--- src/rtl/core/bgd_pkg.sv ---
package bgd_pkg;

	// Width of the timestamps and of every time difference.
	localparam int TIME_BITS = 32;
	// Width of the press counter, which saturates at its all-ones value.
	localparam int TALLY_BITS = 8;

	// Widths of the fields that the channels carry.
	localparam int NOW_BITS = 32;
	localparam int CFG_BITS = 16;
	localparam int APB_DATA_BITS = 32;
	localparam int APB_ADDR_BITS = 4;

	typedef logic [TIME_BITS-1:0] stamp_t;
	typedef logic [TALLY_BITS-1:0] tally_t;
	typedef logic [CFG_BITS-1:0] cfg_t;

	typedef enum logic [1:0] {
		ST_IDLE     = 2'd0,
		ST_PRESSED  = 2'd1,
		ST_HELD     = 2'd2,
		ST_RELEASED = 2'd3
	} state_t;

	typedef enum logic [1:0] {
		G_NONE   = 2'd0,
		G_SINGLE = 2'd1,
		G_DOUBLE = 2'd2,
		G_LONG   = 2'd3
	} gesture_t;

	// Register indexes on the configuration port.
	typedef enum logic [1:0] {
		REG_DEBOUNCE      = 2'd0,
		REG_LONG_PRESS    = 2'd1,
		REG_DOUBLE_WINDOW = 2'd2,
		REG_UNUSED        = 2'd3
	} reg_index_t;

	localparam cfg_t DEBOUNCE_RESET      = 16'd50;
	localparam cfg_t LONG_PRESS_RESET    = 16'd1000;
	localparam cfg_t DOUBLE_WINDOW_RESET = 16'd300;

endpackage

--- src/rtl/core/bgd_in_if.sv ---
interface bgd_in_if;
	logic valid;
	logic ready;
	logic [bgd_pkg::NOW_BITS-1:0] now_ms;
	logic button_down;
	logic take_gesture;

	modport source (output valid, output now_ms, output button_down, output take_gesture,
		input ready);
	modport sink (input valid, input now_ms, input button_down, input take_gesture,
		output ready);
endinterface

--- src/rtl/core/bgd_out_if.sv ---
interface bgd_out_if;
	logic valid;
	logic ready;
	logic [1:0] fsm_state;
	logic is_down;
	logic [1:0] gesture_out;

	modport source (output valid, output fsm_state, output is_down, output gesture_out,
		input ready);
	modport sink (input valid, input fsm_state, input is_down, input gesture_out,
		output ready);
endinterface

--- src/rtl/core/button_gesture_detector.sv ---
// A poll accepted into the input register moves on into the result register when the result register
// is free or is being emptied in that cycle.
// Throughput: one poll per cycle; the input register and the result register each
// take a new transfer while the other side is stalled, so only a stalled output stops input.
// Reset (arst_n low, asynchronous): machine idle, stamps, tally and latch zero,
// configuration registers at 50, 1000 and 300 ms, both pipeline registers empty.
module button_gesture_detector (
	input  logic clk,
	input  logic arst_n,
	bgd_in_if.sink poll_in,
	bgd_out_if.source result_out,
	input  logic psel,
	input  logic penable,
	input  logic pwrite,
	input  logic [bgd_pkg::APB_ADDR_BITS-1:0] paddr,
	input  logic [bgd_pkg::APB_DATA_BITS-1:0] pwdata,
	output logic [bgd_pkg::APB_DATA_BITS-1:0] prdata,
	output logic pready
);

	// Configuration registers.
	bgd_pkg::cfg_t debounce_q;
	bgd_pkg::cfg_t long_press_q;
	bgd_pkg::cfg_t double_window_q;
	bgd_pkg::reg_index_t reg_index;

	// Input register.
	logic valid_s1;
	logic [bgd_pkg::NOW_BITS-1:0] now_s1;
	logic down_s1;
	logic take_s1;

	// Machine state.
	bgd_pkg::state_t state_q;
	bgd_pkg::stamp_t debounce_stamp_q;
	bgd_pkg::stamp_t press_start_q;
	bgd_pkg::stamp_t release_stamp_q;
	bgd_pkg::tally_t tally_q;
	bgd_pkg::gesture_t latch_q;

	// Result register.
	logic out_valid_q;
	bgd_pkg::state_t out_state_q;
	logic out_down_q;
	bgd_pkg::gesture_t out_gesture_q;

	// Next-state logic.
	logic advance;
	bgd_pkg::stamp_t now_t;
	bgd_pkg::stamp_t since_edge;
	bgd_pkg::stamp_t since_press;
	bgd_pkg::stamp_t since_release;
	logic edge_ok;
	logic long_ok;
	logic window_done;
	bgd_pkg::state_t state_d;
	bgd_pkg::stamp_t debounce_stamp_d;
	bgd_pkg::stamp_t press_start_d;
	bgd_pkg::stamp_t release_stamp_d;
	bgd_pkg::tally_t tally_d;
	bgd_pkg::gesture_t latch_mid;
	bgd_pkg::gesture_t latch_d;
	bgd_pkg::gesture_t gesture_d;

	// The configuration port is always ready; the register index is the word address.
	assign pready = 1'b1;
	assign reg_index = bgd_pkg::reg_index_t'(paddr[3:2]);

	always_ff @(posedge clk or negedge arst_n) begin
		if (!arst_n) begin
			debounce_q <= bgd_pkg::DEBOUNCE_RESET;
			long_press_q <= bgd_pkg::LONG_PRESS_RESET;
			double_window_q <= bgd_pkg::DOUBLE_WINDOW_RESET;
		end else if (psel && penable && pwrite) begin
			unique case (reg_index)
				bgd_pkg::REG_DEBOUNCE: debounce_q <= pwdata[bgd_pkg::CFG_BITS-1:0];
				bgd_pkg::REG_LONG_PRESS: long_press_q <= pwdata[bgd_pkg::CFG_BITS-1:0];
				bgd_pkg::REG_DOUBLE_WINDOW: double_window_q <= pwdata[bgd_pkg::CFG_BITS-1:0];
				default: ;
			endcase
		end
	end

	// Read-back of the configuration registers.
	always_comb begin
		unique case (reg_index)
			bgd_pkg::REG_DEBOUNCE: prdata = bgd_pkg::APB_DATA_BITS'(debounce_q);
			bgd_pkg::REG_LONG_PRESS: prdata = bgd_pkg::APB_DATA_BITS'(long_press_q);
			bgd_pkg::REG_DOUBLE_WINDOW: prdata = bgd_pkg::APB_DATA_BITS'(double_window_q);
			default: prdata = '0;
		endcase
	end

	// The poll in the input register moves on when the result register can take it.
	assign advance = valid_s1 && (!out_valid_q || result_out.ready);
	assign poll_in.ready = !valid_s1 || advance;

	always_ff @(posedge clk or negedge arst_n) begin
		if (!arst_n) begin
			valid_s1 <= 1'b0;
		end else if (poll_in.ready) begin
			valid_s1 <= poll_in.valid;
		end
	end

	always_ff @(posedge clk) begin
		if (poll_in.ready && poll_in.valid) begin
			now_s1 <= poll_in.now_ms;
			down_s1 <= poll_in.button_down;
			take_s1 <= poll_in.take_gesture;
		end
	end

	// Time differences wrap modulo the timestamp width.
	assign now_t = bgd_pkg::TIME_BITS'(now_s1);
	assign since_edge = now_t - debounce_stamp_q;
	assign since_press = now_t - press_start_q;
	assign since_release = now_t - release_stamp_q;
	assign edge_ok = since_edge > bgd_pkg::TIME_BITS'(debounce_q);
	assign long_ok = since_press >= bgd_pkg::TIME_BITS'(long_press_q);
	assign window_done = since_release > bgd_pkg::TIME_BITS'(double_window_q);

	// Gesture state machine, advanced once per poll.
	always_comb begin
		state_d = state_q;
		debounce_stamp_d = debounce_stamp_q;
		press_start_d = press_start_q;
		release_stamp_d = release_stamp_q;
		tally_d = tally_q;
		latch_mid = latch_q;
		unique case (state_q)
			bgd_pkg::ST_IDLE: begin
				if (down_s1 && edge_ok) begin
					state_d = bgd_pkg::ST_PRESSED;
					press_start_d = now_t;
					debounce_stamp_d = now_t;
				end
			end
			bgd_pkg::ST_PRESSED: begin
				if (!down_s1 && edge_ok) begin
					state_d = bgd_pkg::ST_RELEASED;
					debounce_stamp_d = now_t;
					release_stamp_d = now_t;
					if (tally_q != '1) begin
						tally_d = tally_q + bgd_pkg::TALLY_BITS'(1);
					end
				end else if (down_s1 && long_ok) begin
					state_d = bgd_pkg::ST_HELD;
				end
			end
			bgd_pkg::ST_HELD: begin
				if (!down_s1 && edge_ok) begin
					state_d = bgd_pkg::ST_RELEASED;
					debounce_stamp_d = now_t;
				end
			end
			default: begin
				if (window_done) begin
					// One press latches single or long, two latch double, more latch nothing.
					if (tally_q == bgd_pkg::TALLY_BITS'(1)) begin
						latch_mid = long_ok ? bgd_pkg::G_LONG : bgd_pkg::G_SINGLE;
					end else if (tally_q == bgd_pkg::TALLY_BITS'(2)) begin
						latch_mid = bgd_pkg::G_DOUBLE;
					end
					tally_d = '0;
					state_d = bgd_pkg::ST_IDLE;
				end else if (down_s1 && edge_ok) begin
					state_d = bgd_pkg::ST_PRESSED;
					press_start_d = now_t;
					debounce_stamp_d = now_t;
				end
			end
		endcase

		// A hold latches long when nothing is pending; taking the gesture clears the latch.
		if (state_d == bgd_pkg::ST_HELD && latch_mid == bgd_pkg::G_NONE) begin
			latch_mid = bgd_pkg::G_LONG;
		end
		gesture_d = take_s1 ? latch_mid : bgd_pkg::G_NONE;
		latch_d = take_s1 ? bgd_pkg::G_NONE : latch_mid;
	end

	always_ff @(posedge clk or negedge arst_n) begin
		if (!arst_n) begin
			state_q <= bgd_pkg::ST_IDLE;
			debounce_stamp_q <= '0;
			press_start_q <= '0;
			release_stamp_q <= '0;
			tally_q <= '0;
			latch_q <= bgd_pkg::G_NONE;
		end else if (advance) begin
			state_q <= state_d;
			debounce_stamp_q <= debounce_stamp_d;
			press_start_q <= press_start_d;
			release_stamp_q <= release_stamp_d;
			tally_q <= tally_d;
			latch_q <= latch_d;
		end
	end

	// Result register and its transfer.
	always_ff @(posedge clk or negedge arst_n) begin
		if (!arst_n) begin
			out_valid_q <= 1'b0;
		end else if (advance) begin
			out_valid_q <= 1'b1;
		end else if (result_out.ready) begin
			out_valid_q <= 1'b0;
		end
	end

	always_ff @(posedge clk) begin
		if (advance) begin
			out_state_q <= state_d;
			out_down_q <= (state_d == bgd_pkg::ST_PRESSED) || (state_d == bgd_pkg::ST_HELD);
			out_gesture_q <= gesture_d;
		end
	end

	assign result_out.valid = out_valid_q;
	assign result_out.fsm_state = out_state_q;
	assign result_out.is_down = out_down_q;
	assign result_out.gesture_out = out_gesture_q;

	// A poll that does not ask for the gesture reports none.
	a_no_take_no_gesture: assert property (@(posedge clk) disable iff (!arst_n)
		advance && !take_s1 |=> result_out.gesture_out == bgd_pkg::G_NONE)
		else $error("gesture reported without a take request");

	// Input stalls only behind a full input register and a stalled result.
	a_stall_cause: assert property (@(posedge clk) disable iff (!arst_n)
		!poll_in.ready |-> valid_s1 && out_valid_q && !result_out.ready)
		else $error("input stalled without a stalled result");

	// A taken gesture leaves the latch empty.
	a_take_clears: assert property (@(posedge clk) disable iff (!arst_n)
		advance && take_s1 |=> latch_q == bgd_pkg::G_NONE)
		else $error("latch not cleared by a take");

endmodule

--- src/flat_wrapper.sv ---
// flat-port wrapper written by rule: the top's interface ports become plain ports
module button_gesture_detector_flat 
  (clk, arst_n, psel, penable, pwrite, paddr, pwdata, prdata, pready, poll_in_valid, poll_in_now_ms, poll_in_button_down, poll_in_take_gesture, poll_in_ready, result_out_valid, result_out_fsm_state, result_out_is_down, result_out_gesture_out, result_out_ready);
  bgd_in_if poll_in_i ();
  bgd_out_if result_out_i ();
  input  logic clk;
  input  logic arst_n;
  input  logic psel;
  input  logic penable;
  input  logic pwrite;
  input  logic [bgd_pkg::APB_ADDR_BITS-1:0] paddr;
  input  logic [bgd_pkg::APB_DATA_BITS-1:0] pwdata;
  output logic [bgd_pkg::APB_DATA_BITS-1:0] prdata;
  output logic pready;
  input wire logic [$bits(poll_in_i.valid)-1:0] poll_in_valid;
  input wire logic [$bits(poll_in_i.now_ms)-1:0] poll_in_now_ms;
  input wire logic [$bits(poll_in_i.button_down)-1:0] poll_in_button_down;
  input wire logic [$bits(poll_in_i.take_gesture)-1:0] poll_in_take_gesture;
  output wire logic [$bits(poll_in_i.ready)-1:0] poll_in_ready;
  output wire logic [$bits(result_out_i.valid)-1:0] result_out_valid;
  output wire logic [$bits(result_out_i.fsm_state)-1:0] result_out_fsm_state;
  output wire logic [$bits(result_out_i.is_down)-1:0] result_out_is_down;
  output wire logic [$bits(result_out_i.gesture_out)-1:0] result_out_gesture_out;
  input wire logic [$bits(result_out_i.ready)-1:0] result_out_ready;
  assign poll_in_i.valid = poll_in_valid;
  assign poll_in_i.now_ms = poll_in_now_ms;
  assign poll_in_i.button_down = poll_in_button_down;
  assign poll_in_i.take_gesture = poll_in_take_gesture;
  assign poll_in_ready = poll_in_i.ready;
  assign result_out_valid = result_out_i.valid;
  assign result_out_fsm_state = result_out_i.fsm_state;
  assign result_out_is_down = result_out_i.is_down;
  assign result_out_gesture_out = result_out_i.gesture_out;
  assign result_out_i.ready = result_out_ready;
  button_gesture_detector u_core (.clk(clk), .arst_n(arst_n), .poll_in(poll_in_i), .result_out(result_out_i), .psel(psel), .penable(penable), .pwrite(pwrite), .paddr(paddr), .pwdata(pwdata), .prdata(prdata), .pready(pready));
endmodule
--- config.mk ---
export PLATFORM = sky130hd
export DESIGN_NAME = button_gesture_detector_flat
export DESIGN_NICKNAME = d
export VERILOG_FILES = /design/src/rtl/core/bgd_pkg.sv /design/src/rtl/core/bgd_in_if.sv /design/src/rtl/core/bgd_out_if.sv /design/src/rtl/core/button_gesture_detector.sv /design/src/flat_wrapper.sv
export SDC_FILE = /design/constraint.sdc
export NUM_CORES = 1
export LEC_CHECK = 0
export CAP_MARGIN = 20
export CELL_PAD_IN_SITES_DETAIL_PLACEMENT = 0
export CELL_PAD_IN_SITES_GLOBAL_PLACEMENT = 1
export CORE_MARGIN = 1
export CORE_UTILIZATION = 35
export DETAILED_ROUTE_END_ITERATION = 8
export DONT_BUFFER_PORTS = 1
export GPL_TIMING_DRIVEN = 0
export HOLD_SLACK_MARGIN = 0.08
export PLACE_DENSITY_LB_ADDON = 0.2
export SLEW_MARGIN = 20
export SYNTH_ARGS = -nofsm -noshare
export SYNTH_HDL_FRONTEND = slang
export SYNTH_SLANG_ARGS = --single-unit
export TNS_END_PERCENT = 100
--- constraint.sdc ---
create_clock -name clk -period 5.71 [get_ports clk]
set_input_delay 0.2855 -clock clk [delete_from_list [all_inputs] [get_ports clk]]
set_output_delay 0.2855 -clock clk [all_outputs]
set_load 0.05 [all_outputs]
==> results by group, run 1 <==
Floorplan
  – Die X-Extent: 214 um
  – Die area: 0.0460 mm2
  – Die Height: 214 um
  – Row cnt: 77
  – I/O pin count: 117
  – Core ar.: 0.0443 mm2
  – Initial Utilization: 35.6%

Clocking
  – Max clock buf depth: 2
  – Clock Tree Root: clkbuf_16
  – Num CTS Buffers: 17
  – CTS tree: yes
  – CTS sink count: 197
  – Worst skew pair latency: 0.50 ns
  – Clock Pin Slew Worst Setup and Hold Paths: 0.07 ns
  – H-tree Lvls: 4

Drt
  – Vias per inst: 5.38
  – Vias: 13400
  – Avg WL per Cell: 19.5 um
  – Routed WL: 48500 um
  – Starting DRT DRC Count: 781
  – ANT nets after route: 0
  – First-pass detailed-route iteration total: 5
  – DRC: 0

Logic synthesis
  – Area leader, netlist: dfrtp_1
  – Mux cell area share after synthesis: 11.4%
  – Syn avg cell area: 9.08 um2
  – Synth Cell Area: 0.0158 mm2
  – Top post-synthesis cells by area: dfrtp_1 23%, ha_1 12%, edfxtp_1 7.4%, mux2_4 5.5%, inv_1 4.4%
  – Syn Inst Count: 1739
  – Synth Area in XOR/XNOR: 2.83%
  – Library cells used by synthesis: 93
  – #FFs+latches synth: 197
  – Largest family of logic cells by synthesized area: compound AO/OA/AOI/OAI gates
  – Number of synthesized flops with an enable pin: 39
  – Sequential share of the synthesized area: 32.6%
  – Main synth FF type: dfrtp_1
  – Top-area cell type share of the netlist area: 23.0%
  – Post-Synth Adder-Cell Area: 12.3%
  – Simple-Gate Fraction of Synth Area: 14.6%
  – Compound-Gate Fraction of Synth Area: 19.3%
  – Yosys warning count: 0
  – Post-synth ARST share: 80.2%

Place
  – Post-DP HPWL: 37200 um
  – Setup WS pre-CTS: -1.14 ns
  – I/O Buffers: 0
  – DP Area: 0.0166 mm2
  – Final Wtd Congestion: 0.866

Finish
  – # fillers: 4532
  – Final net count: 2117
  – Diode count: 0
  – Fin area: 0.0187 mm2
  – Layout cell share with drive strength beyond 1: 17.4%
  – Synthesis-to-finish area growth: 18.2%
  – Area of the multi-input gates: 0.00988 mm2
  – Register area: 0.00514 mm2

Timing
  – Final worst setup slack: -0.140 ns
  – Slew Limit Fails: 0
  – Fin Setup TNS: -0.475 ns
  – RSZ-0062 raised after global routing: yes
  – Max-slew headroom: 30.0%
  – Layout Skew: 0.0146 ns
  – Final Hold Viols: 0
  – Highest clock rate: 171 MHz
  – Min Tclk post-route: 5.85 ns
  – Setup Viol. Count Final: 4
  – Slew at the pin with the worst max-slew slack: 1.04 ns
  – Final Cycle Share: 102%

Setup path
  – CP delay by family, top: simple AND/OR/NAND/NOR gates
  – CP arrival: 6.24 ns
  – Buf/Inv on CP: 6
  – Worst Path Required: 6.10 ns
  – Worst setup SP type: flop
  – Slowest CP cell: edfxtp_1
  – Crit Path Category: reg -> reg
  – CP max FO: 4
  – Crit-path max cell delay: 0.53 ns
  – CP most frequent cell: buf_6
  – Worst setup EP type: flop

Global route
  – Largest net degree at the start of global routing: 159
  – Total grt overflow: 0
  – Global-route wire length before repair: 75500 um
  – Initial antenna violation count: 0
  – Most Crowded Layer GR: met2
  – Met2 usage: 35.0%
  – Vias in the first global route: 13400
  – Met1 global-route usage: 28.7%
  – Gr usage total: 21.3%
  – Grt met3 use: 3.25%

Outcome
  – Failing checks: setup timing
  – Status: finished with violations

Pwr
  – Power density over the cells: 550 mW/mm2
  – Leakage power: 0.00824 uW
  – Worst-case vdd ir drop: 0.000209 V

Hold path
  – HP Class: in -> reg

Flow run
  – Max Cap Violations: 0
-- cells by family after synthesis --
group | after synthesis
compound gates | 470
simple gates | 461
buf+inv | 262
flops | 197
fa+ha+maj | 153
mux | 143
xor+xnor | 51
other cells | 2
-- cells in the final DEF (no fill, tap or decap), types with 40 or more instances in the layout --
cell type,n
inv_1,183
nand4_1,41
ha_1,146
nand3_1,40
a21oi_1,118
mux2_4,58
dfrtp_1,145
mux2_2,57
o21ai_0,99
nor2_1,78
nand2_1,143
dlygate4sd3_1,53
buf_4,74
-- synthesized netlist by cell type (all sizes together) (23+ instances only) --
library cell and instances:
a21oi 126, o21a 26, mux2 115, a211oi 29, clkbuf 43, edfxtp 39, nand3 41, xnor2 28
nand2 144, o211ai 24, buf 34, a21o 26, mux2i 28, nor2 79, o21ai 119, inv 185
xor2 23, nand4 41, dfrtp 145, ha 150, nor3 39
-- report_power, final --
| part | total, uW | switching [uW] | internal [uW] |
|---|---|---|---|
| Sequential | 2300 | 358 | 1940 |
| Combinational | 6690 | 3820 | 2870 |
| Clock | 1280 | 593 | 686 |
| Total | 10300 | 4770 | 5490 |
-- final cells by class --
type | count | area share, %
Sequential cell | 197 | 27.6
Tap cell | 592 | 3.97
Clock buffer | 22 | 2.72
Timing Repair Buffer | 119 | 6.08
Buffer | 72 | 2.43
Clock inverter | 10 | 0.590
Multi-Input combinational cell | 1295 | 52.9
Inverter | 185 | 3.72
-- flip-flops by register name, summed over array words and instances, names as in the netlist, 2 cells and up --
name / count
u_core.press_start_q: 32
u_core.now_s1: 32
u_core.debounce_q: 16
u_core.latch_q: 2
u_core.tally_q: 8
u_core.long_press_q: 16
u_core.result_out.gesture_out: 2
u_core.double_window_q: 16
u_core.debounce_stamp_q: 32
u_core.result_out.fsm_state: 2
u_core.release_stamp_q: 32
u_core.state_q: 2
-- worst min-delay path, cell delays in order --
cell and delay (ns):
nand3_1 0.09, nor3b_1 0.09, mux2_2 0.23
-- metrics by stage --
step	total power, uW	cells	hold WS, ns	utilization, %
floorplan	6990	1754	-0.0101	-
detailed placement	8480	2347	-0.00593	37.5
global placement	8410	2346	-0.00631	37.4
CTS	10100	2472	0.188	41.3
global route	11200	2492	0.245	42.1
finish	10300	2492	0.235	42.1
-- metal layers --
layer	vias to the layer above	part of all wire [%]	routed length, um
met5	-	0	0
met4	0	2.0	986
met3	44	2.9	1410
met2	221	47	22900
met1	6559	48	23200
li1	6581	-	-
-- worst paths after layout --
check	startpoint	end	slack, ns	cells after the start
setup reg to reg	u_core.now_s1[2]	u_core.latch_q[1]	-0.14	30
min in group asynchronous	arst_n	u_core.debounce_stamp_q[6]	0.45	2
hold / removal	penable	u_core.double_window_q[0]	0.23	3
setup / recovery	u_core.now_s1[2]	u_core.latch_q[1]	-0.14	30
max in group asynchronous	arst_n	u_core.tally_q[5]	4.58	2
hold reg to reg	u_core.take_s1	u_core.latch_q[0]	0.50	1
-- what timing repair did --
item,in CTS,in global routing
setup endpoints to repair,113,103
cloned,0,2
pin swaps,28,39
endpoints found under the hold margin,242,0
buffers inserted,41,22
gates resized for setup,49,31
hold buffers,54,0
(Power assumes the default switching activity.)
==> run 2: changes to the inputs <==
Clock period 5.71 ns to 6.1 ns, I/O delays scaled along.
==> run 2 against run 1 <==
Effect of this change: the flow now finishes without violations; via count down 0.98%; clock skew is 0.0030 ns higher; critical path depth fell by 1; maximum frequency is essentially flat; cell count down 0.60%; sequential share of layout area is 0.40 points higher; core utilization down 0.61 points; non-clock buffer count down 15; register-to-register slack improved by 0.39 ns; die area unchanged.
==> results by group, run 2 (synthesis results as in run 1) <==
Drt
  – Vias per inst: 5.36
  – Avg WL per Cell: 19.2 um
  – First-pass detailed-route iteration total: 5
  – Starting DRT DRC Count: 750
  – Vias: 13300
  – ANT nets after route: 0
  – DRC: 0
  – Routed WL: 47600 um

Finish
  – Layout cell share with drive strength beyond 1: 16.4%
  – Final net count: 2102
  – # fillers: 4561
  – Most frequent cells in the layout: 183 x inv_1, 145 x ha_1, 145 x dfrtp_1, 143 x nand2_1, 117 x a21oi_1
  – Register area: 0.00514 mm2
  – Area of the multi-input gates: 0.00984 mm2
  – Most common cell after layout, fill and taps aside: inv_1
  – Diode count: 0
  – Post-Route Utilization: 41.5%
  – Fin area: 0.0184 mm2
  – Synthesis-to-finish area growth: 16.5%

Global route
  – Initial antenna violation count: 0
  – Gr usage total: 21.0%
  – Total grt overflow: 0
  – Global-route wire length before repair: 74400 um
  – Vias in the first global route: 13200
  – Largest net degree at the start of global routing: 159

Clocking
  – CTS tree: yes
  – Clock Tree Root: clkbuf_16
  – Num CTS Buffers: 17
  – Max clock buf depth: 2
  – CTS sink count: 197
  – H-tree Lvls: 4
  – Clock Pin Slew Worst Setup and Hold Paths: 0.07 ns
  – Worst skew pair latency: 0.50 ns

Setup path
  – CP delay by family, top: compound AO/OA/AOI/OAI gates
  – Slowest CP cell: edfxtp_1
  – Reg2reg path depth: 29
  – CP arrival: 6.09 ns
  – Reg-to-reg startpoint: u_core.now_s1[2]
  – Worst setup SP type: flop
  – Crit-path max cell delay: 0.52 ns
  – CP max FO: 5
  – Buf/Inv on CP: 3
  – Crit Path Category: reg -> reg
  – Reg2Reg Setup Slack: 0.25 ns
  – Critical path startpoint: u_core.now_s1[2]
  – Crit. path cell count: 29
  – Worst r2r dst: u_core.result_out.gesture_out[0]
  – Worst Path Required: 6.34 ns
  – Worst setup EP type: flop

Pwr
  – Leakage power: 0.00810 uW
  – Power density over the cells: 518 mW/mm2
  – Pwr Total: 9520 uW
  – Worst-case vdd ir drop: 0.000199 V

Place
  – Post-DP HPWL: 37200 um
  – I/O Buffers: 0
  – Setup WS pre-CTS: -0.752 ns
  – Final Wtd Congestion: 0.866
  – DP Area: 0.0166 mm2

Hold path
  – Hold Path End: u_core.double_window_q[0]
  – Critical hold path startpoint: penable
  – HP Class: in -> reg
  – Worst Hold Depth: 3

Timing
  – Final worst setup slack: 0.247 ns
  – Final Cycle Share: 95.9%
  – Layout Skew: 0.0176 ns
  – Hold Slack: 0.250 ns
  – Setup Viol. Count Final: 0
  – Final Hold Viols: 0
  – Slew at the pin with the worst max-slew slack: 1.04 ns
  – Highest clock rate: 171 MHz
  – Min Tclk post-route: 5.85 ns
  – Slew Limit Fails: 0
  – Max-slew headroom: 30.0%

Floorplan
  – Die Height: 214 um
  – Initial Utilization: 35.6%
  – Die X-Extent: 214 um
  – I/O pin count: 117
  – Row cnt: 77
  – Die area: 0.0460 mm2
  – Core ar.: 0.0443 mm2

Flow run
  – Max Cap Violations: 0

Outcome
  – Status: finished clean
-- run 2: changes by cell type in the layout (fill, tap and decap cells not counted), sizes merged --
| cell | before | now |
|---|---|---|
| buf | 98 | 84 |
| clkbuf | 62 | 61 |
-- run 2: metal layers --
metal	GRT usage, %	vias up	wire length [um]
met5	0	-	0
met4	6.74	0	932
met3	3.22	45	1210
met2	34.3	199	22300
met1	28.3	6483	23100
li1	-	6547	-
-- run 2: repair_timing --
item	in CTS	in global routing
hold buffers	54	0
cloned	0	0
pin swaps	6	24
setup endpoints to repair	104	34
hold endpoints to repair	242	0
buffers inserted	17	31
resized for setup	19	39
-- run 2: worst min-delay path, stage by stage --
cell and delay, ns:
nand3_1 0.09, nor3b_1 0.09, mux2_2 0.23
-- run 2: stage by stage --
stage               instances  setup TNS, ns
detailed placement       2347         -17.36
global route             2477        -0.0273
floorplan                1754              0
finish                   2477              0
global placement         2346         -16.78
CTS                      2450              0
-- run 2: worst max path at each step --
stage,end,slack (ns)
after floorplan,u_core.result_out.gesture_out[0],0.80
after global placement,u_core.result_out.gesture_out[0],-0.73
after detailed placement,u_core.result_out.gesture_out[0],-0.75
after CTS,u_core.result_out.gesture_out[0],0.003
after global routing,u_core.result_out.gesture_out[0],-0.03
final,u_core.result_out.gesture_out[0],0.25
-- run 2: area by class of cell --
| class | instances | share of cell area (%) |
|---|---|---|
| plain buffers | 73 | 2.21 |
| clock buffers | 22 | 2.76 |
| clock inverters | 10 | 0.599 |
| inverters | 185 | 3.78 |
| multi-input cells | 1295 | 53.5 |
| flip-flops and latches | 197 | 28.0 |
| well taps | 592 | 4.03 |
| repair buffers | 103 | 5.14 |
-- run 2: where the power goes --
part           leakage (uW)  switching [uW]  internal, uW
sequential          0.00227             333          1820
clock              0.000299             555           642
combinational       0.00554            3550          2630
